===== src/hdl/hbct_pkg.sv =====
// Shared types, widths and constants of the hue blob centroid tracker.
// No dependencies.
`default_nettype none
package hbct_pkg;

	localparam int FRAME_WIDTH  = 1024;
	localparam int FRAME_HEIGHT = 1024;

	localparam int COORD_W = 10;
	localparam int HUE_W   = 9;
	localparam int CH_W    = 8;
	localparam int MARGIN_W = 8;
	localparam int COUNT_W = 21;
	localparam int SUM_W   = 31;
	localparam int WIN_W   = 11;
	localparam int BAND_W  = 11;
	localparam int CFG_IDX_W  = 3;
	localparam int CFG_DATA_W = 21;
	localparam int DIV_CNT_W  = $clog2(SUM_W);

	localparam int QUEUE_DEPTH = 4;
	localparam int QUEUE_AW    = $clog2(QUEUE_DEPTH);

	localparam logic [CH_W-1:0] SAT_THRESH = 8'd216;
	localparam logic [CH_W-1:0] VAL_THRESH = 8'd64;
	localparam logic signed [BAND_W-1:0] DEG_FULL = 11'sd360;

	localparam logic [COUNT_W-1:0] COUNT_MAX = '1;
	localparam logic [SUM_W-1:0]   SUM_MAX   = '1;

	typedef enum logic [CFG_IDX_W-1:0] {
		REG_HUE_CENTER  = 3'd0,
		REG_HUE_MARGIN  = 3'd1,
		REG_COLOR_MODE  = 3'd2,
		REG_MIN_COUNT   = 3'd3,
		REG_WIN_X_START = 3'd4,
		REG_WIN_X_END   = 3'd5,
		REG_WIN_Y_START = 3'd6,
		REG_WIN_Y_END   = 3'd7
	} reg_idx_t;

	typedef struct packed {
		logic [COORD_W-1:0] pixel_x;
		logic [COORD_W-1:0] pixel_y;
		logic [HUE_W-1:0]   hue;
		logic [CH_W-1:0]    saturation;
		logic [CH_W-1:0]    brightness;
		logic               frame_end;
	} pix_t;

	typedef struct packed {
		logic               found;
		logic [COUNT_W-1:0] match_count;
		logic [COORD_W-1:0] center_x;
		logic [COORD_W-1:0] center_y;
	} res_t;

	typedef struct packed {
		logic [HUE_W-1:0]    hue_center;
		logic [MARGIN_W-1:0] hue_margin;
		logic                color_mode;
		logic [COUNT_W-1:0]  min_count;
		logic [WIN_W-1:0]    window_x_start;
		logic [WIN_W-1:0]    window_x_end;
		logic [WIN_W-1:0]    window_y_start;
		logic [WIN_W-1:0]    window_y_end;
	} cfg_t;

	localparam cfg_t CFG_RESET = '{
		hue_center:     9'd0,
		hue_margin:     8'd20,
		color_mode:     1'b0,
		min_count:      21'd100,
		window_x_start: 11'd0,
		window_x_end:   11'd1024,
		window_y_start: 11'd0,
		window_y_end:   11'd1024
	};

	// Classified pixel as it sits in the queue.
	typedef struct packed {
		logic               hit;
		logic               last;
		logic [COORD_W-1:0] x;
		logic [COORD_W-1:0] y;
	} entry_t;

	typedef struct packed {
		logic               start;
		logic [SUM_W-1:0]   dividend_x;
		logic [SUM_W-1:0]   dividend_y;
		logic [COUNT_W-1:0] divisor;
	} div_req_t;

	typedef struct packed {
		logic               busy;
		logic [COORD_W-1:0] quo_x;
		logic [COORD_W-1:0] quo_y;
	} div_rsp_t;

endpackage
`default_nettype wire


===== src/hdl/hbct_stream_ifs.sv =====
// Valid/ready stream interfaces for pixels in and results out.
// Depends on hbct_pkg.
`default_nettype none
interface hbct_pix_if;
	logic valid;
	logic ready;
	hbct_pkg::pix_t data;
	modport source (output valid, output data, input ready);
	modport sink (input valid, input data, output ready);
endinterface

interface hbct_res_if;
	logic valid;
	logic ready;
	hbct_pkg::res_t data;
	modport source (output valid, output data, input ready);
	modport sink (input valid, input data, output ready);
endinterface
`default_nettype wire


===== src/hdl/hue_blob_centroid_tracker_core.sv =====
// Hue blob centroid tracker, top level. A frame_end pixel passes the input stage and the queue,
// then the back end runs the 31-step centroid divide and loads the output register.
// Throughput: one pixel per clock within a frame while the queue has room; at each frame
// end the back end pauses to divide while a 4-entry queue and the input stage take new pixels.
// Reset (arst_n low, asynchronous): registers to their defaults, sums cleared, queue empty.
// Depends on hbct_pkg, hbct_stream_ifs, hbct_front, hbct_fifo, hbct_back.
`default_nettype none
module hue_blob_centroid_tracker_core (
	input  wire logic clk,
	input  wire logic arst_n,
	hbct_pix_if.sink   pixel,
	hbct_res_if.source result,
	input  wire logic cfg_we,
	input  wire logic [hbct_pkg::CFG_IDX_W-1:0]  cfg_index,
	input  wire logic [hbct_pkg::CFG_DATA_W-1:0] cfg_data
);

	// Configuration registers; the user must write them only while the block is idle; the block does not enforce this
	hbct_pkg::cfg_t cfg_q;

	// Front to queue, queue to back
	hbct_pkg::entry_t push_data, pop_data;
	logic push_valid, push_ready, pop_valid, pop_ready;

	always_ff @(posedge clk or negedge arst_n) begin
		if (!arst_n) begin
			cfg_q <= hbct_pkg::CFG_RESET;
		end else if (cfg_we) begin
			case (hbct_pkg::reg_idx_t'(cfg_index))
				hbct_pkg::REG_HUE_CENTER:  cfg_q.hue_center     <= cfg_data[hbct_pkg::HUE_W-1:0];
				hbct_pkg::REG_HUE_MARGIN:  cfg_q.hue_margin     <= cfg_data[hbct_pkg::MARGIN_W-1:0];
				hbct_pkg::REG_COLOR_MODE:  cfg_q.color_mode     <= cfg_data[0];
				hbct_pkg::REG_MIN_COUNT:   cfg_q.min_count      <= cfg_data[hbct_pkg::COUNT_W-1:0];
				hbct_pkg::REG_WIN_X_START: cfg_q.window_x_start <= cfg_data[hbct_pkg::WIN_W-1:0];
				hbct_pkg::REG_WIN_X_END:   cfg_q.window_x_end   <= cfg_data[hbct_pkg::WIN_W-1:0];
				hbct_pkg::REG_WIN_Y_START: cfg_q.window_y_start <= cfg_data[hbct_pkg::WIN_W-1:0];
				hbct_pkg::REG_WIN_Y_END:   cfg_q.window_y_end   <= cfg_data[hbct_pkg::WIN_W-1:0];
				default:                   cfg_q <= cfg_q;
			endcase
		end
	end

	// Front: input stage plus window / hue / saturation / value test
	hbct_front u_front (
		.clk        (clk),
		.arst_n     (arst_n),
		.pixel      (pixel),
		.cfg        (cfg_q),
		.push_data  (push_data),
		.push_valid (push_valid),
		.push_ready (push_ready)
	);

	// Queue absorbs pixels while the back end divides
	hbct_fifo u_fifo (
		.clk        (clk),
		.arst_n     (arst_n),
		.push_data  (push_data),
		.push_valid (push_valid),
		.push_ready (push_ready),
		.pop_data   (pop_data),
		.pop_valid  (pop_valid),
		.pop_ready  (pop_ready)
	);

	// Back: saturating sums, centroid divide, output register
	hbct_back u_back (
		.clk       (clk),
		.arst_n    (arst_n),
		.pop_data  (pop_data),
		.pop_valid (pop_valid),
		.pop_ready (pop_ready),
		.min_count (cfg_q.min_count),
		.result    (result)
	);

endmodule
`default_nettype wire


===== src/hdl/hbct_front.sv =====
// Front end: takes pixel transfers, classifies them against the window and hue band.
// Depends on hbct_pkg and hbct_stream_ifs.
`default_nettype none
module hbct_front (
	input  wire logic           clk,
	input  wire logic           arst_n,
	hbct_pix_if.sink            pixel,
	input  wire hbct_pkg::cfg_t cfg,
	output hbct_pkg::entry_t    push_data,
	output logic                push_valid,
	input  wire logic           push_ready
);

	logic signed [hbct_pkg::BAND_W-1:0] lo0, hi0, lo1, hi1, lo2, hi2, hue_s;
	logic swap_lo, swap_hi, band_in, band_out, hue_ok;
	logic in_win, in_frame, hit;
	logic [hbct_pkg::WIN_W-1:0] x_w, y_w;
	logic valid_s1;
	hbct_pkg::entry_t entry_s1;

	// Band bounds, swapped on wrap below 0 and at or past 360
	always_comb begin
		lo0 = $signed(hbct_pkg::BAND_W'(cfg.hue_center)) - $signed(hbct_pkg::BAND_W'(cfg.hue_margin));
		hi0 = $signed(hbct_pkg::BAND_W'(cfg.hue_center)) + $signed(hbct_pkg::BAND_W'(cfg.hue_margin));
		swap_lo = lo0 < 0;
		lo1 = swap_lo ? hi0 : lo0;
		hi1 = swap_lo ? lo0 + hbct_pkg::DEG_FULL : hi0;
		swap_hi = hi1 >= hbct_pkg::DEG_FULL;
		lo2 = swap_hi ? hi1 - hbct_pkg::DEG_FULL : lo1;
		hi2 = swap_hi ? lo1 : hi1;
		hue_s = $signed(hbct_pkg::BAND_W'(pixel.data.hue));
		band_in = (hue_s > lo2) && (hue_s < hi2);
		band_out = (hue_s < lo2) || (hue_s > hi2);
		hue_ok = cfg.color_mode ? band_in : band_out;
	end

	always_comb begin
		x_w = hbct_pkg::WIN_W'(pixel.data.pixel_x);
		y_w = hbct_pkg::WIN_W'(pixel.data.pixel_y);
		in_win = (x_w >= cfg.window_x_start) && (x_w < cfg.window_x_end) &&
			(y_w >= cfg.window_y_start) && (y_w < cfg.window_y_end);
		in_frame = (int'(pixel.data.pixel_x) < hbct_pkg::FRAME_WIDTH) &&
			(int'(pixel.data.pixel_y) < hbct_pkg::FRAME_HEIGHT);
		hit = in_win && in_frame && hue_ok &&
			(pixel.data.saturation > hbct_pkg::SAT_THRESH) &&
			(pixel.data.brightness > hbct_pkg::VAL_THRESH);
	end

	assign pixel.ready = !valid_s1 || push_ready;
	assign push_valid  = valid_s1;
	assign push_data   = entry_s1;

	always_ff @(posedge clk or negedge arst_n) begin
		if (!arst_n) begin
			valid_s1 <= 1'b0;
		end else if (pixel.ready) begin
			valid_s1 <= pixel.valid;
		end
	end

	always_ff @(posedge clk) begin
		if (pixel.valid && pixel.ready) begin
			entry_s1.hit  <= hit;
			entry_s1.last <= pixel.data.frame_end;
			entry_s1.x    <= pixel.data.pixel_x;
			entry_s1.y    <= pixel.data.pixel_y;
		end
	end

endmodule
`default_nettype wire


===== src/hdl/hbct_fifo.sv =====
// Short queue of classified pixels between front and back end.
// Depends on hbct_pkg.
`default_nettype none
module hbct_fifo (
	input  wire logic             clk,
	input  wire logic             arst_n,
	input  wire hbct_pkg::entry_t push_data,
	input  wire logic             push_valid,
	output logic                  push_ready,
	output hbct_pkg::entry_t      pop_data,
	output logic                  pop_valid,
	input  wire logic             pop_ready
);

	hbct_pkg::entry_t slot_q [hbct_pkg::QUEUE_DEPTH];
	logic [hbct_pkg::QUEUE_AW-1:0] wr_ptr_q, rd_ptr_q;
	logic [hbct_pkg::QUEUE_AW:0]   fill_q;
	logic push, pop;

	assign push_ready = fill_q != (hbct_pkg::QUEUE_AW+1)'(hbct_pkg::QUEUE_DEPTH);
	assign pop_valid  = fill_q != '0;
	assign pop_data   = slot_q[rd_ptr_q];
	assign push = push_valid && push_ready;
	assign pop  = pop_valid && pop_ready;

	always_ff @(posedge clk or negedge arst_n) begin
		if (!arst_n) begin
			wr_ptr_q <= '0;
			rd_ptr_q <= '0;
			fill_q   <= '0;
		end else begin
			if (push) wr_ptr_q <= wr_ptr_q + 1'b1;
			if (pop)  rd_ptr_q <= rd_ptr_q + 1'b1;
			case ({push, pop})
				2'b10:   fill_q <= fill_q + 1'b1;
				2'b01:   fill_q <= fill_q - 1'b1;
				default: fill_q <= fill_q;
			endcase
		end
	end

	always_ff @(posedge clk) begin
		if (push) slot_q[wr_ptr_q] <= push_data;
	end

endmodule
`default_nettype wire


===== src/hdl/hbct_div.sv =====
// Two-lane restoring divider, one quotient bit per cycle, shared divisor.
// Depends on hbct_pkg. Keeps only the low quotient bits.
`default_nettype none
module hbct_div (
	input  wire logic          clk,
	input  wire logic          arst_n,
	input  hbct_pkg::div_req_t req,
	output hbct_pkg::div_rsp_t rsp
);

	localparam int CW = hbct_pkg::COUNT_W;

	logic busy_q;
	logic [hbct_pkg::DIV_CNT_W-1:0] step_q;
	logic [CW-1:0] den_q, rem_x_q, rem_y_q;
	logic [hbct_pkg::SUM_W-1:0] num_x_q, num_y_q;
	logic [hbct_pkg::COORD_W-1:0] quo_x_q, quo_y_q;
	logic [CW:0] nx_x, nx_y;

	// Returns {quotient bit, new remainder}
	function automatic logic [CW:0] div_step(input logic [CW-1:0] rem, input logic nbit,
		input logic [CW-1:0] den);
		logic [CW:0]   sh;
		logic [CW+1:0] diff;
		sh = {rem, nbit};
		diff = {1'b0, sh} - {2'b00, den};
		if (diff[CW+1]) return {1'b0, sh[CW-1:0]};
		return {1'b1, diff[CW-1:0]};
	endfunction

	assign nx_x = div_step(rem_x_q, num_x_q[hbct_pkg::SUM_W-1], den_q);
	assign nx_y = div_step(rem_y_q, num_y_q[hbct_pkg::SUM_W-1], den_q);

	assign rsp.busy  = busy_q;
	assign rsp.quo_x = quo_x_q;
	assign rsp.quo_y = quo_y_q;

	always_ff @(posedge clk or negedge arst_n) begin
		if (!arst_n) begin
			busy_q <= 1'b0;
			step_q <= '0;
		end else if (!busy_q) begin
			if (req.start) begin
				busy_q <= 1'b1;
				step_q <= '0;
			end
		end else begin
			step_q <= step_q + 1'b1;
			if (step_q == hbct_pkg::DIV_CNT_W'(hbct_pkg::SUM_W - 1)) busy_q <= 1'b0;
		end
	end

	always_ff @(posedge clk) begin
		if (!busy_q && req.start) begin
			den_q   <= req.divisor;
			num_x_q <= req.dividend_x;
			num_y_q <= req.dividend_y;
			rem_x_q <= '0;
			rem_y_q <= '0;
		end else if (busy_q) begin
			num_x_q <= num_x_q << 1;
			num_y_q <= num_y_q << 1;
			rem_x_q <= nx_x[CW-1:0];
			rem_y_q <= nx_y[CW-1:0];
			quo_x_q <= {quo_x_q[hbct_pkg::COORD_W-2:0], nx_x[CW]};
			quo_y_q <= {quo_y_q[hbct_pkg::COORD_W-2:0], nx_y[CW]};
		end
	end

endmodule
`default_nettype wire


===== src/hdl/hbct_back.sv =====
// Back end: accumulates matches, runs the centroid divide at frame end, holds the result.
// Depends on hbct_pkg, hbct_stream_ifs and hbct_div.
`default_nettype none
module hbct_back (
	input  wire logic             clk,
	input  wire logic             arst_n,
	input  wire hbct_pkg::entry_t pop_data,
	input  wire logic             pop_valid,
	output logic                  pop_ready,
	input  wire logic [hbct_pkg::COUNT_W-1:0] min_count,
	hbct_res_if.source            result
);

	typedef enum logic {ST_ACC, ST_DIV} state_t;

	state_t state_q;
	logic [hbct_pkg::COUNT_W-1:0] count_acc_q, count_fin_q, count_nx, count_inc;
	logic [hbct_pkg::SUM_W-1:0]   x_sum_acc_q, y_sum_acc_q, x_nx, y_nx;
	logic [hbct_pkg::SUM_W:0]     x_wide, y_wide;
	logic found_q, res_valid_q, pop_fire, res_load;
	hbct_pkg::res_t res_q;
	hbct_pkg::div_req_t div_req;
	hbct_pkg::div_rsp_t div_rsp;

	assign pop_ready = state_q == ST_ACC;
	assign pop_fire  = pop_valid && pop_ready;
	// Divide done and the output register free (or emptying this cycle)
	assign res_load  = state_q == ST_DIV && !div_rsp.busy && (!res_valid_q || result.ready);

	// Saturating updates
	always_comb begin
		count_inc = (count_acc_q == hbct_pkg::COUNT_MAX) ? count_acc_q : count_acc_q + 1'b1;
		x_wide = {1'b0, x_sum_acc_q} + (hbct_pkg::SUM_W+1)'(pop_data.x);
		y_wide = {1'b0, y_sum_acc_q} + (hbct_pkg::SUM_W+1)'(pop_data.y);
		count_nx = pop_data.hit ? count_inc : count_acc_q;
		x_nx = !pop_data.hit ? x_sum_acc_q :
			(x_wide[hbct_pkg::SUM_W] ? hbct_pkg::SUM_MAX : x_wide[hbct_pkg::SUM_W-1:0]);
		y_nx = !pop_data.hit ? y_sum_acc_q :
			(y_wide[hbct_pkg::SUM_W] ? hbct_pkg::SUM_MAX : y_wide[hbct_pkg::SUM_W-1:0]);
	end

	always_comb begin
		div_req.start      = pop_fire && pop_data.last;
		div_req.dividend_x = x_nx;
		div_req.dividend_y = y_nx;
		div_req.divisor    = count_nx;
	end

	hbct_div u_div (
		.clk    (clk),
		.arst_n (arst_n),
		.req    (div_req),
		.rsp    (div_rsp)
	);

	assign result.valid = res_valid_q;
	assign result.data  = res_q;

	always_ff @(posedge clk or negedge arst_n) begin
		if (!arst_n) begin
			state_q     <= ST_ACC;
			res_valid_q <= 1'b0;
			count_acc_q <= '0;
			x_sum_acc_q <= '0;
			y_sum_acc_q <= '0;
			count_fin_q <= '0;
			found_q     <= 1'b0;
			res_q       <= '0;
		end else begin
			if (res_load) res_valid_q <= 1'b1;
			else if (result.ready) res_valid_q <= 1'b0;
			case (state_q)
				ST_ACC: begin
					if (pop_fire) begin
						if (pop_data.last) begin
							count_acc_q <= '0;
							x_sum_acc_q <= '0;
							y_sum_acc_q <= '0;
							count_fin_q <= count_nx;
							found_q     <= count_nx > min_count;
							state_q     <= ST_DIV;
						end else begin
							count_acc_q <= count_nx;
							x_sum_acc_q <= x_nx;
							y_sum_acc_q <= y_nx;
						end
					end
				end
				ST_DIV: begin
					if (res_load) begin
						res_q.found       <= found_q;
						res_q.match_count <= count_fin_q;
						res_q.center_x    <= found_q ? div_rsp.quo_x : '0;
						res_q.center_y    <= found_q ? div_rsp.quo_y : '0;
						state_q           <= ST_ACC;
					end
				end
				default: state_q <= ST_ACC;
			endcase
		end
	end

endmodule
`default_nettype wire


===== src/flat_wrapper.sv =====
// flat-port wrapper written by rule: the top's interface ports become plain ports
module hue_blob_centroid_tracker_core_flat 
  (clk, arst_n, cfg_we, cfg_index, cfg_data, pixel_valid, pixel_data, pixel_ready, result_valid, result_data, result_ready);
  hbct_pix_if pixel_i ();
  hbct_res_if result_i ();
  input  wire logic clk;
  input  wire logic arst_n;
  input  wire logic cfg_we;
  input  wire logic [hbct_pkg::CFG_IDX_W-1:0] cfg_index;
  input  wire logic [hbct_pkg::CFG_DATA_W-1:0] cfg_data;
  input wire logic [$bits(pixel_i.valid)-1:0] pixel_valid;
  input wire logic [$bits(pixel_i.data)-1:0] pixel_data;
  output wire logic [$bits(pixel_i.ready)-1:0] pixel_ready;
  output wire logic [$bits(result_i.valid)-1:0] result_valid;
  output wire logic [$bits(result_i.data)-1:0] result_data;
  input wire logic [$bits(result_i.ready)-1:0] result_ready;
  assign pixel_i.valid = pixel_valid;
  assign pixel_i.data = pixel_data;
  assign pixel_ready = pixel_i.ready;
  assign result_valid = result_i.valid;
  assign result_data = result_i.data;
  assign result_i.ready = result_ready;
  hue_blob_centroid_tracker_core u_core (.clk(clk), .arst_n(arst_n), .pixel(pixel_i), .result(result_i), .cfg_we(cfg_we), .cfg_index(cfg_index), .cfg_data(cfg_data));
endmodule

===== config.mk =====
export PLATFORM = sky130hd
export DESIGN_NAME = hue_blob_centroid_tracker_core_flat
export DESIGN_NICKNAME = d
export VERILOG_FILES = /design/src/hdl/hbct_pkg.sv /design/src/hdl/hbct_stream_ifs.sv /design/src/hdl/hue_blob_centroid_tracker_core.sv /design/src/hdl/hbct_front.sv /design/src/hdl/hbct_fifo.sv /design/src/hdl/hbct_div.sv /design/src/hdl/hbct_back.sv /design/src/flat_wrapper.sv
export SDC_FILE = /design/constraint.sdc
export NUM_CORES = 1
export LEC_CHECK = 0
export BUFFER_PORTS_ARGS = -buffer_cell sky130_fd_sc_hd__buf_2
export CORE_ASPECT_RATIO = 1.1
export CORE_UTILIZATION = 43
export CTS_CLUSTER_DIAMETER = 60
export DETAILED_ROUTE_END_ITERATION = 8
export HOLD_SLACK_MARGIN = 0.03
export MAX_ROUTING_LAYER = met4
export PLACE_DENSITY = 0.6
export SYNTH_ARGS = -nofsm -noshare
export SYNTH_HDL_FRONTEND = slang
export SYNTH_SLANG_ARGS = --single-unit

===== constraint.sdc =====
create_clock -name clk -period 17.23 [get_ports clk]
set_clock_uncertainty 0.2 [all_clocks]
set_input_delay 0.8615 -clock clk [delete_from_list [all_inputs] [get_ports clk]]
set_output_delay 0.8615 -clock clk [all_outputs]
set_load 0.02 [all_outputs]

Yosys cells after proc, flatten, opt, wreduce, memory -nomap -nowiden. Memory sizes are Yosys's and may differ from the RTL's. Cells that the tools add are included.

Input bits: 75. Logic and storage cells: 158. Bits in writable memories: 88. Flip-flop bits (word level): 413. Output and inout port bits: 44. Memories: 1.

$add $sub $neg: 14. Eq/ne operators: 12. Magnitude comparators: 13. Reductions and logical operators: 38. Multiplexer cells: 40. Bitwise operators: 2.

Memories: u_core.u_fifo.slot_q (words 4, bits a word 22, read ports 1, clocked after memory_dff 0, write ports 1, RTL line hbct_fifo.sv:15) `hbct_pkg::entry_t slot_q [hbct_pkg::QUEUE_DEPTH];`.

Operators with widths (number): 31-bit two-way mux (10); 21-bit two-way mux (5); 31-bit by 10-bit adder with 32-bit output (2); 22-bit by 21-bit subtractor with 23-bit output (2); 10-bit by 11-bit < comparator with 1-bit output (4); 11-bit two-way mux (4); 22-bit two-way mux (2); 10-bit by 11-bit greater-or-equal comparator with 1-bit output (2); 10-bit by 11-bit > comparator with 1-bit output (2); 2-bit AND reduction (11); 21-bit by 1-bit adder with 21-bit output (second input constant) (1); 21-bit == test (second input constant) (1); 21-bit > comparator (1); 10-bit two-way mux (2); 1-bit logical AND (14); 1-bit two-way mux (13); 3-bit == test (second input constant) (4); 10-bit by 10-bit adder with 11-bit output (second input constant) (1); 11-bit by 10-bit greater-or-equal comparator with 1-bit output (second input constant) (1); 11-bit by 10-bit subtractor with 11-bit output (second input constant) (1); 9-bit by 8-bit adder with 10-bit output (1); 10-bit by 1-bit < comparator with 1-bit output (second input constant) (1); 5-bit two-way mux (2); 9-bit by 8-bit subtractor with 10-bit output (1); 21 further kinds (31).

Depth between registers and ports, before layout. Gate-level depths: netlist of the first run.

Word-level depth: 11. Gate-level depth with buffers: 28. Mapped depth without buffers: 27.

Modules after synthesis. Synthesis of the first run repeated with hierarchy kept, for this count alone.

Cells, all modules: 2616. Area total of the unflattened synthesis: 28164.5 µm².

By module, submodules not included: hbct_back (area each 9743.1 µm², times used 1, cells an instance 1157, sequential area each 3728.6 µm²); hbct_div (area each 7978.9 µm², times used 1, cells an instance 691, sequential area each 4083.9 µm²); hbct_front (area each 3696.0 µm², times used 1, cells an instance 435, sequential area each 685.7 µm²); hbct_fifo (area each 3597.2 µm², times used 1, cells an instance 152, sequential area each 2817.7 µm²); hue_blob_centroid_tracker_core (area each 3149.3 µm², times used 1, cells an instance 181, sequential area each 2085.8 µm²).

Worst setup path after synthesis of the first run. No wires, ideal clock.

Path type: register -> register. From: register u_core.cfg_q[68] (netlist name). To: register u_core.u_front.entry_s1, in the netlist u_core.u_front.push_data[21] (data pin). Period minus slack after synthesis: 5.452 ns. Required time: 16.840 ns. Library setup time: 0.190 ns. Stages on the path, launching flop included: 26. Data arrival time: 5.062 ns. Path slack: 11.778 ns. Path buffers: 2. Cell sequence: dfstp_2 > inv_1 > ha_1 > buf_4 > o2111ai_4 > a31o_2 > a21oi_1 > buf_2 > mux2i_1 > ha_1 > nand2_1 > a21oi_2 > xnor2_2 > mux2i_1 > ha_1 > nor2b_1 > o21a_1 > o21ai_0 > nand2b_1 > a21oi_1 > o21ai_0 > a31oi_1 > o21a_1 > o22ai_2 > a21o_2 > a2111oi_2.

Cells in the longest elaborated chain, start to end: 11. Elaborated cells between the ends (all ways): 20. Classes of those cells: 4 x add/sub; 6 x order compare; 5 x mux; 5 x reduce/logical.

Ends and longest elaborated chain: start, declared (RTL line hue_blob_centroid_tracker_core.sv:19) `hbct_pkg::cfg_t cfg_q;`; start signal, assigned (RTL line hue_blob_centroid_tracker_core.sv:27) `cfg_q <= hbct_pkg::CFG_RESET;`; start signal, assigned (RTL line hue_blob_centroid_tracker_core.sv:38) `default: cfg_q <= cfg_q;`; 9-bit by 8-bit subtractor with 10-bit output (RTL line hbct_front.sv:23) `lo0 = $signed(hbct_pkg::BAND_W'(cfg.hue_center)) - $signed(hbct_pkg::BAND_W'(cfg.hue_margin));`; 10-bit by 10-bit adder with 11-bit output / 10-bit by 1-bit < comparator with 1-bit output (equally long branches) (RTL line hbct_front.sv:27, hbct_front.sv:25); 11-bit two-way mux (RTL line hbct_front.sv:27) `hi1 = swap_lo ? lo0 + hbct_pkg::DEG_FULL : hi0;`; 11-bit by 10-bit subtractor with 11-bit output / 11-bit by 10-bit greater-or-equal comparator with 1-bit output (equally long branches) (RTL line hbct_front.sv:29, hbct_front.sv:28); 11-bit two-way mux, on equally long branches (RTL line hbct_front.sv:29, hbct_front.sv:30); 10-bit by 11-bit < comparator with 1-bit output (tied with other cells) (RTL line hbct_front.sv:33) `band_out = (hue_s < lo2) || (hue_s > hi2);`; 1-bit logical OR / 1-bit logical AND (equally long branches) (RTL line hbct_front.sv:33, hbct_front.sv:32); 1-bit two-way mux * (RTL line hbct_front.sv:34) `hue_ok = cfg.color_mode ? band_in : band_out;`; 1-bit logical AND * (2 in a row) (RTL line hbct_front.sv:44) `hit = in_win && in_frame && hue_ok &&`; 1-bit logical AND * (RTL line hbct_front.sv:45) `(pixel.data.saturation > hbct_pkg::SAT_THRESH) &&`; via u_core.u_front.hit (RTL line hbct_front.sv:16) `logic in_win, in_frame, hit;`; end, declared (RTL line hbct_front.sv:19) `hbct_pkg::entry_t entry_s1;`.

The timed path passes the listed nets; every way through them passes the cells marked *. A chain may end at the register's enable or synchronous reset.

Worst setup path in the final report of the first run. Same ends and word-level chain as after synthesis.

==> results of run 1 <==
## stage by stage
stage	power, mW	cell area [um2]	worst slack [ns]	cells
floorplan	3.59	26500	11.78	2566
global placement	3.99	28000	10.75	3427
detailed placement	4.06	28000	10.70	3427
CTS	5.39	30000	10.68	3531
global route	5.74	30000	10.15	3531
finish	5.34	30000	10.73	3531
## worst paths after layout
| check | start | end | depth (start not counted) |
|---|---|---|---|
| max | u_core.cfg_q[68] | u_core.u_front.push_data[21] | 24 |
| min | arst_n | u_core.cfg_q[65] | 1 |
| max reg2reg | u_core.cfg_q[68] | u_core.u_front.push_data[21] | 24 |
| min reg2reg | u_core.u_back.u_div.quo_x_q[8] | u_core.u_back.u_div.quo_x_q[9] | 0 |
| max in group asynchronous | arst_n | u_core.u_back.y_sum_acc_q[3] | 2 |
| min in group clk | pixel_data[0] | u_core.u_front.push_data[20] | 1 |
## logic make-up (layout without fill, tap and decap cells)
group | count (synthesis) | after routing | share of synthesized area [%]
adders and majority gates | 172 | 172 | 8.30
AOI/OAI and AO/OA | 612 | 612 | 14.5
DFF | 501 | 501 | 50.5
xor gates and xnor gates | 118 | 118 | 3.95
buffers and inverters | 265 | 406 | 3.83
muxes | 109 | 109 | 5.43
and+or+nand+nor | 789 | 789 | 13.5
## routing by layer
layer,vias to the layer above,GRT usage [%],wire (um)
met5,-,-,0
met4,0,7.09,1850
met3,97,2.75,2170
met2,369,34.2,30400
met1,9384,26.0,27900
li1,9382,-,-
## registers in the layout, indices dropped and copies added (netlist names), 21 cells and up
register                     cells
u_core.cfg_q                    83
u_core.u_back.count_acc_q       21
u_core.u_back.count_fin_q       21
u_core.u_back.result.data       42
u_core.u_back.u_div.den_q       21
u_core.u_back.u_div.num_x_q     31
u_core.u_back.u_div.num_y_q     31
u_core.u_back.u_div.rem_x_q     21
u_core.u_back.u_div.rem_y_q     21
u_core.u_back.x_sum_acc_q       31
u_core.u_back.y_sum_acc_q       31
u_core.u_fifo.slot_q            88
u_core.u_front.push_data        22
## final cells by class
cell class | instances | area (um2) | share of cell area, %
Timing Repair Buffer | 150 | 841 | 2.80
Sequential cell | 501 | 13400 | 44.7
Clock inverter | 35 | 498 | 1.66
Multi-Input combinational cell | 1800 | 12100 | 40.4
Tap cell | 824 | 1030 | 3.44
Clock buffer | 69 | 1540 | 5.14
Inverter | 152 | 571 | 1.90
## report_power, final
part           total, mW  internal (mW)  switching, mW
Combinational       2.23          0.897           1.34
Sequential          1.80           1.63          0.167
Clock               1.31          0.803          0.507
## worst reg2reg max path, delay by kind of cell, from the launching register on
kind | cells | cell delay (ns)
AO/OA/AOI/OAI | 11 | 2.71
buffers and inverters | 1 | 0.05
adder cells (fa/ha/maj) | 4 | 1.39
flip-flops | 1 | 0.53
multiplexers | 2 | 0.42
AND/OR/NAND/NOR | 4 | 0.42
XOR/XNOR | 2 | 0.59
## synth_stat cells, types with 19 or more instances
cell	n	share of area, %
dfxtp_1	42	3.2
nor3_1	35	0.66
mux4_2	21	1.8
nand3_1	87	1.6
nor2_1	137	1.9
a31oi_1	45	1.1
o21a_1	19	0.54
mux2_2	70	3.0
inv_1	150	2.1
a21oi_1	150	2.8
edfxtp_1	213	24
clkbuf_1	97	1.4
and3_1	25	0.59
nand4_1	22	0.52
xor2_1	59	1.9
nand2_1	376	5.3
ha_1	164	7.7
xnor2_1	57	1.9
dfrtp_1	239	23
o21ai_0	203	3.8
a21o_1	35	0.99
nor2b_1	22	0.52
## layout by cell type, fill, tap and decap left out, types with 15 or more instances in the layout
| cell type | count |
|---|---|
| a31oi_1 | 45 |
| ha_1 | 164 |
| and2_1 | 15 |
| nand2_1 | 375 |
| inv_1 | 148 |
| nor2_1 | 135 |
| xnor2_1 | 57 |
| dfrtp_1 | 238 |
| mux2_2 | 70 |
| clkbuf_16 | 57 |
| edfxtp_1 | 213 |
| nor2b_1 | 22 |
| nand4_1 | 22 |
| xor2_1 | 59 |
| a21o_1 | 35 |
| nand3_1 | 86 |
| o31ai_1 | 18 |
| mux2i_1 | 18 |
| dfxtp_1 | 42 |
| buf_2 | 117 |
| buf_4 | 32 |
| o21a_1 | 19 |
| and3_1 | 25 |
| nor3_1 | 35 |
| a21oi_1 | 150 |
| mux4_2 | 21 |
| o21ai_0 | 202 |
| nand2b_1 | 18 |
==> out/results.txt, run 1 <==
fmax -> 154 MHz
Peak VDD IR -> 0.127 mV
core area -> 0.0610 mm2
PD cells -> 178 mW/mm2
critical path's top delay family -> compound AO/OA/AOI/OAI gates
grt ovf -> 0
Worst path max stage delay -> 0.77 ns
max_cap viols -> 0
drt drc -> 0
CTS Root Buffer Type -> clkbuf_16
largest net degree at the start of global routing -> 101
Post-CTS Setup Inserts -> 0
post-route ant nets -> 0
Buf/Inv on CP -> 1
vias post-DR -> 19200
Ys Warns -> 0
Max clock buf depth -> 3
status -> completed
die width -> 239 um
clock sink count -> 501
Post-CTS Resized -> 0
Critical-path top delay cell -> a21oi_2
initial antenna violation count -> 0
DR iter-0 viols -> 1147
CP Capture Type -> flop
CP Max Fanout -> 21
Max transition margin -> 22.8%
Die H -> 262 um
Lkg Pwr -> 13.1 nW
reg2reg setup slack -> 10.73 ns
port bufs -> 118
Initial Util -> 43.5%
share of layout cells above drive strength 1 -> 14.1%
post-synthesis sequential area ratio -> 50.5%
share of the clock period used by the worst path -> 37.7%
worst-path cell chain -> inv_1 -> ha_1 -> a211oi_4 -> nor2_1 -> xor2_1 -> ha_1 -> mux2i_1 -> ha_1 -> nand2_1 -> a21oi_2 -> xnor2_2 -> mux2i_1 -> ha_1 -> nor2b_1 -> o21a_1 -> o21ai_0 -> nand2b_1 -> a21oi_1 -> o21ai_0 -> a31oi_1 -> o21a_1 -> o22ai_2 -> a21o_2 -> a2111oi_2
area grow syn2layout -> 13.1%
first-pass GRT wire length -> 101000 um
via count of the first global-routing pass -> 19400
Data arrival, critical path -> 6.72 ns
Setup CP Type -> reg2reg
Post-Syn Nets -> 2812
final net count -> 2906
WL per Instance -> 17.7 um
setup violators final -> 0
Worst Hold Class -> in2async
worst hold slack -> 0.0659 ns
hold_buf cts -> 0
Final HPWL DP -> 42900 um
Distinct cells, synth -> 93
worst-skew pair later-pin latency -> 0.62 ns
Ant. Diodes -> 0
GR Util All Layers -> 20.7%
clock slew seen by the registers of the worst setup and hold paths -> 0.06 ns
Worst EP required -> 17.45 ns
DR pass1 iterations -> 5
worst slew pin tran -> 1.16 ns
I/O Pins -> 119
drt total wl -> 62300 um
final-report max-slew violation count -> 0
vias per inst -> 5.45
Fillers -> 5503
num rows -> 95
Avg Cell Area, Syn -> 10.3 um2
endpoints failing hold -> 0
Final Critical Period -> 6.50 ns
flops & latches, synth -> 501
total negative slack -> 0 ns
Main synth FF type -> dfrtp_1
Cells after Synth -> 2566
routability cong. -> 0.875
EDFF count, synth -> 213
final core utilization -> 49.2%
synthesized cell area -> 0.0265 mm2
CTS buffer count -> 55
CTS tree -> done
CP dominant cell by count -> ha_1
H-tree levels -> 2
RSZ-0062 raised after global routing -> no
Setup crit start kind -> flop
Die ar. -> 0.0627 mm2
FFs w/ async S/R, synth -> 49.1%
Power figures use the tool's default switching activity.
==> run 2, diff against run 1 <==
==> constraint.sdc (replaced) <==
create_clock -name clk -period 6.2 [get_ports clk]
set_clock_uncertainty 0.2 [all_clocks]
set_input_delay 0.31 -clock clk [delete_from_list [all_inputs] [get_ports clk]]
set_output_delay 0.31 -clock clk [all_outputs]
set_load 0.02 [all_outputs]
==> out/results.txt, run 2 (synthesized netlist as in run 1, its figures left out) <==
Ant. Diodes -> 0
clock slew seen by the registers of the worst setup and hold paths -> 0.06 ns
PD cells -> 484 mW/mm2
Critical-path top delay cell -> o41a_1
critical path's top delay family -> compound AO/OA/AOI/OAI gates
Max transition margin -> 24.7%
most common cell after layout, fill and taps aside -> nand2_1
Buf/Inv on CP -> 3
share of layout cells above drive strength 1 -> 14.2%
CTS buffer count -> 54
Die H -> 262 um
most frequent cells in the layout -> nand2_1, dfrtp_1, edfxtp_1
final-report max-slew violation count -> 0
WL per Instance -> 17.2 um
final core utilization -> 49.9%
endpoints failing hold -> 0
initial antenna violation count -> 0
max reg flops -> 88
first-pass GRT wire length -> 101000 um
Worst Hold Class -> in2reg
sw frac -> 38.3%
drt total wl -> 61600 um
Final Critical Period -> 5.94 ns
Final HPWL DP -> 42800 um
Die ar. -> 0.0627 mm2
vias post-DR -> 19400
Pint -> 9.09 mW
Reg power frac -> 34.0%
worst-skew pair later-pin latency -> 0.62 ns
core area -> 0.0610 mm2
fmax -> 168 MHz
# placed instances -> 3433
total power -> 14.7 mW
CTS Root Buffer Type -> clkbuf_16
CP Capture Type -> flop
GR Util All Layers -> 20.5%
Max clock buf depth -> 3
Worst EP required -> 6.40 ns
I/O Pins -> 119
Data arrival, critical path -> 6.14 ns
Setup CP Type -> reg2reg
post-route ant nets -> 0
final net count -> 2963
largest net degree at the start of global routing -> 170
Lkg Pwr -> 13.2 nW
die width -> 239 um
CTS tree -> done
reg2reg setup slack -> 0.26 ns
max_cap viols -> 0
share of the clock period used by the worst path -> 95.8%
port bufs -> 118
status -> completed
setup violators final -> 0
DR iter-0 viols -> 1081
Largest Register -> u_core.u_fifo.slot_q
H-tree levels -> 2
Hold Crit Depth -> 3
worst slew pin tran -> 1.13 ns
DR pass1 iterations -> 5
area grow syn2layout -> 14.7%
num rows -> 95
Peak VDD IR -> 0.245 mV
CP Max Fanout -> 5
Worst path max stage delay -> 0.46 ns
WHS Endpoint -> u_core.cfg_q[65]
Switch Pwr -> 5.63 mW
Initial Util -> 43.5%
reg2reg end -> u_core.u_front.push_data[21]
Comb pwr share -> 43.5%
worst r2r src -> u_core.cfg_q[74]
share of power burned in the clock network -> 22.4%
vias per inst -> 5.41
drt drc -> 0
grt ovf -> 0
Reg2Reg Depth -> 27
clock sink count -> 501
Hold Startpoint -> cfg_index[1]
via count of the first global-routing pass -> 19600
routability cong. -> 0.887
Setup crit start kind -> flop
Non-Filler Instances -> 3587
[run 2: cell count changes in the layout (fill, tap and decap cells not counted), moves of 3 or more]
cell and change:
ha_1 -3, bufinv_16 -6, dlygate4sd3_1 +46, clkbuf_1 +12, clkinv_2 -4, buf_4 +10, clkbuf_8 -3, o21ai_0 -3
ha_2 +3
[run 2: layer usage]
metal	up-vias	global-route usage [%]	share of wire, %
met2	350	34.3	49
li1	9492	-	-
met4	0	6.55	3.0
met5	-	-	0
met1	9477	25.7	45
met3	94	2.47	3.4
[run 2: final cells by class]
class | count | area, um2
multi-input cells | 1800 | 12200
clock inverters | 26 | 340
clock buffers | 76 | 1500
flip-flops and latches | 501 | 13400
well taps | 824 | 1030
fillers | 5491 | 30600
inverters | 152 | 571
repair buffers | 208 | 1410
[run 2: worst reg2reg max path, delay by kind of cell (launching register included)]
family / cells / cell delay, ns
AO/OA/AOI/OAI: 14 / 2.67
XOR/XNOR: 1 / 0.27
adder cells (fa/ha/maj): 3 / 0.87
buffers and inverters: 3 / 0.27
flip-flops: 1 / 0.39
multiplexers: 2 / 0.51
AND/OR/NAND/NOR: 4 / 0.57
[run 2: power groups by stage]
stage | Sequential, mW | Combinational [mW] | Clock (mW)
floorplan | 4.95 | 5.03 | 0
global placement | 5.03 | 6.08 | 0
detailed placement | 5.07 | 6.24 | 0
CTS | 5.02 | 6.29 | 3.39
global route | 5.12 | 7.22 | 3.50
finish | 5.01 | 6.41 | 3.30
[run 2: what timing repair did]
item,in CTS,in global routing
resized for setup,0,16
hold buffers,46,0
endpoints found under the setup margin,0,1
hold endpoints to repair,183,0
setup buffers,0,6
[run 2: how the worst max path moves through the flow]
stage,from,end,slack (ns),cells past startpoint
floorplan,u_core.cfg_q[68],u_core.u_front.push_data[21],0.75,25
global placement,u_core.cfg_q[68],u_core.u_front.push_data[21],0.28,23
detailed placement,u_core.cfg_q[68],u_core.u_front.push_data[21],0.18,23
CTS,u_core.cfg_q[68],u_core.u_front.push_data[21],0.13,23
global route,u_core.cfg_q[74],u_core.u_front.push_data[21],-0.04,28
finish,u_core.cfg_q[74],u_core.u_front.push_data[21],0.26,27
[run 2: stage by stage]
| stage | worst slack [ns] | TNS, ns | hold WS (ns) | instance area (um2) |
|---|---|---|---|---|
| floorplan | 0.748 | 0 | -0.186 | 26500 |
| global placement | 0.277 | 0 | 0.129 | 28000 |
| detailed placement | 0.178 | 0 | 0.132 | 28000 |
| CTS | 0.134 | 0 | 0.0363 | 30300 |
| global route | -0.0413 | -0.0413 | 0.0659 | 30400 |
| finish | 0.258 | 0 | 0.0442 | 30400 |
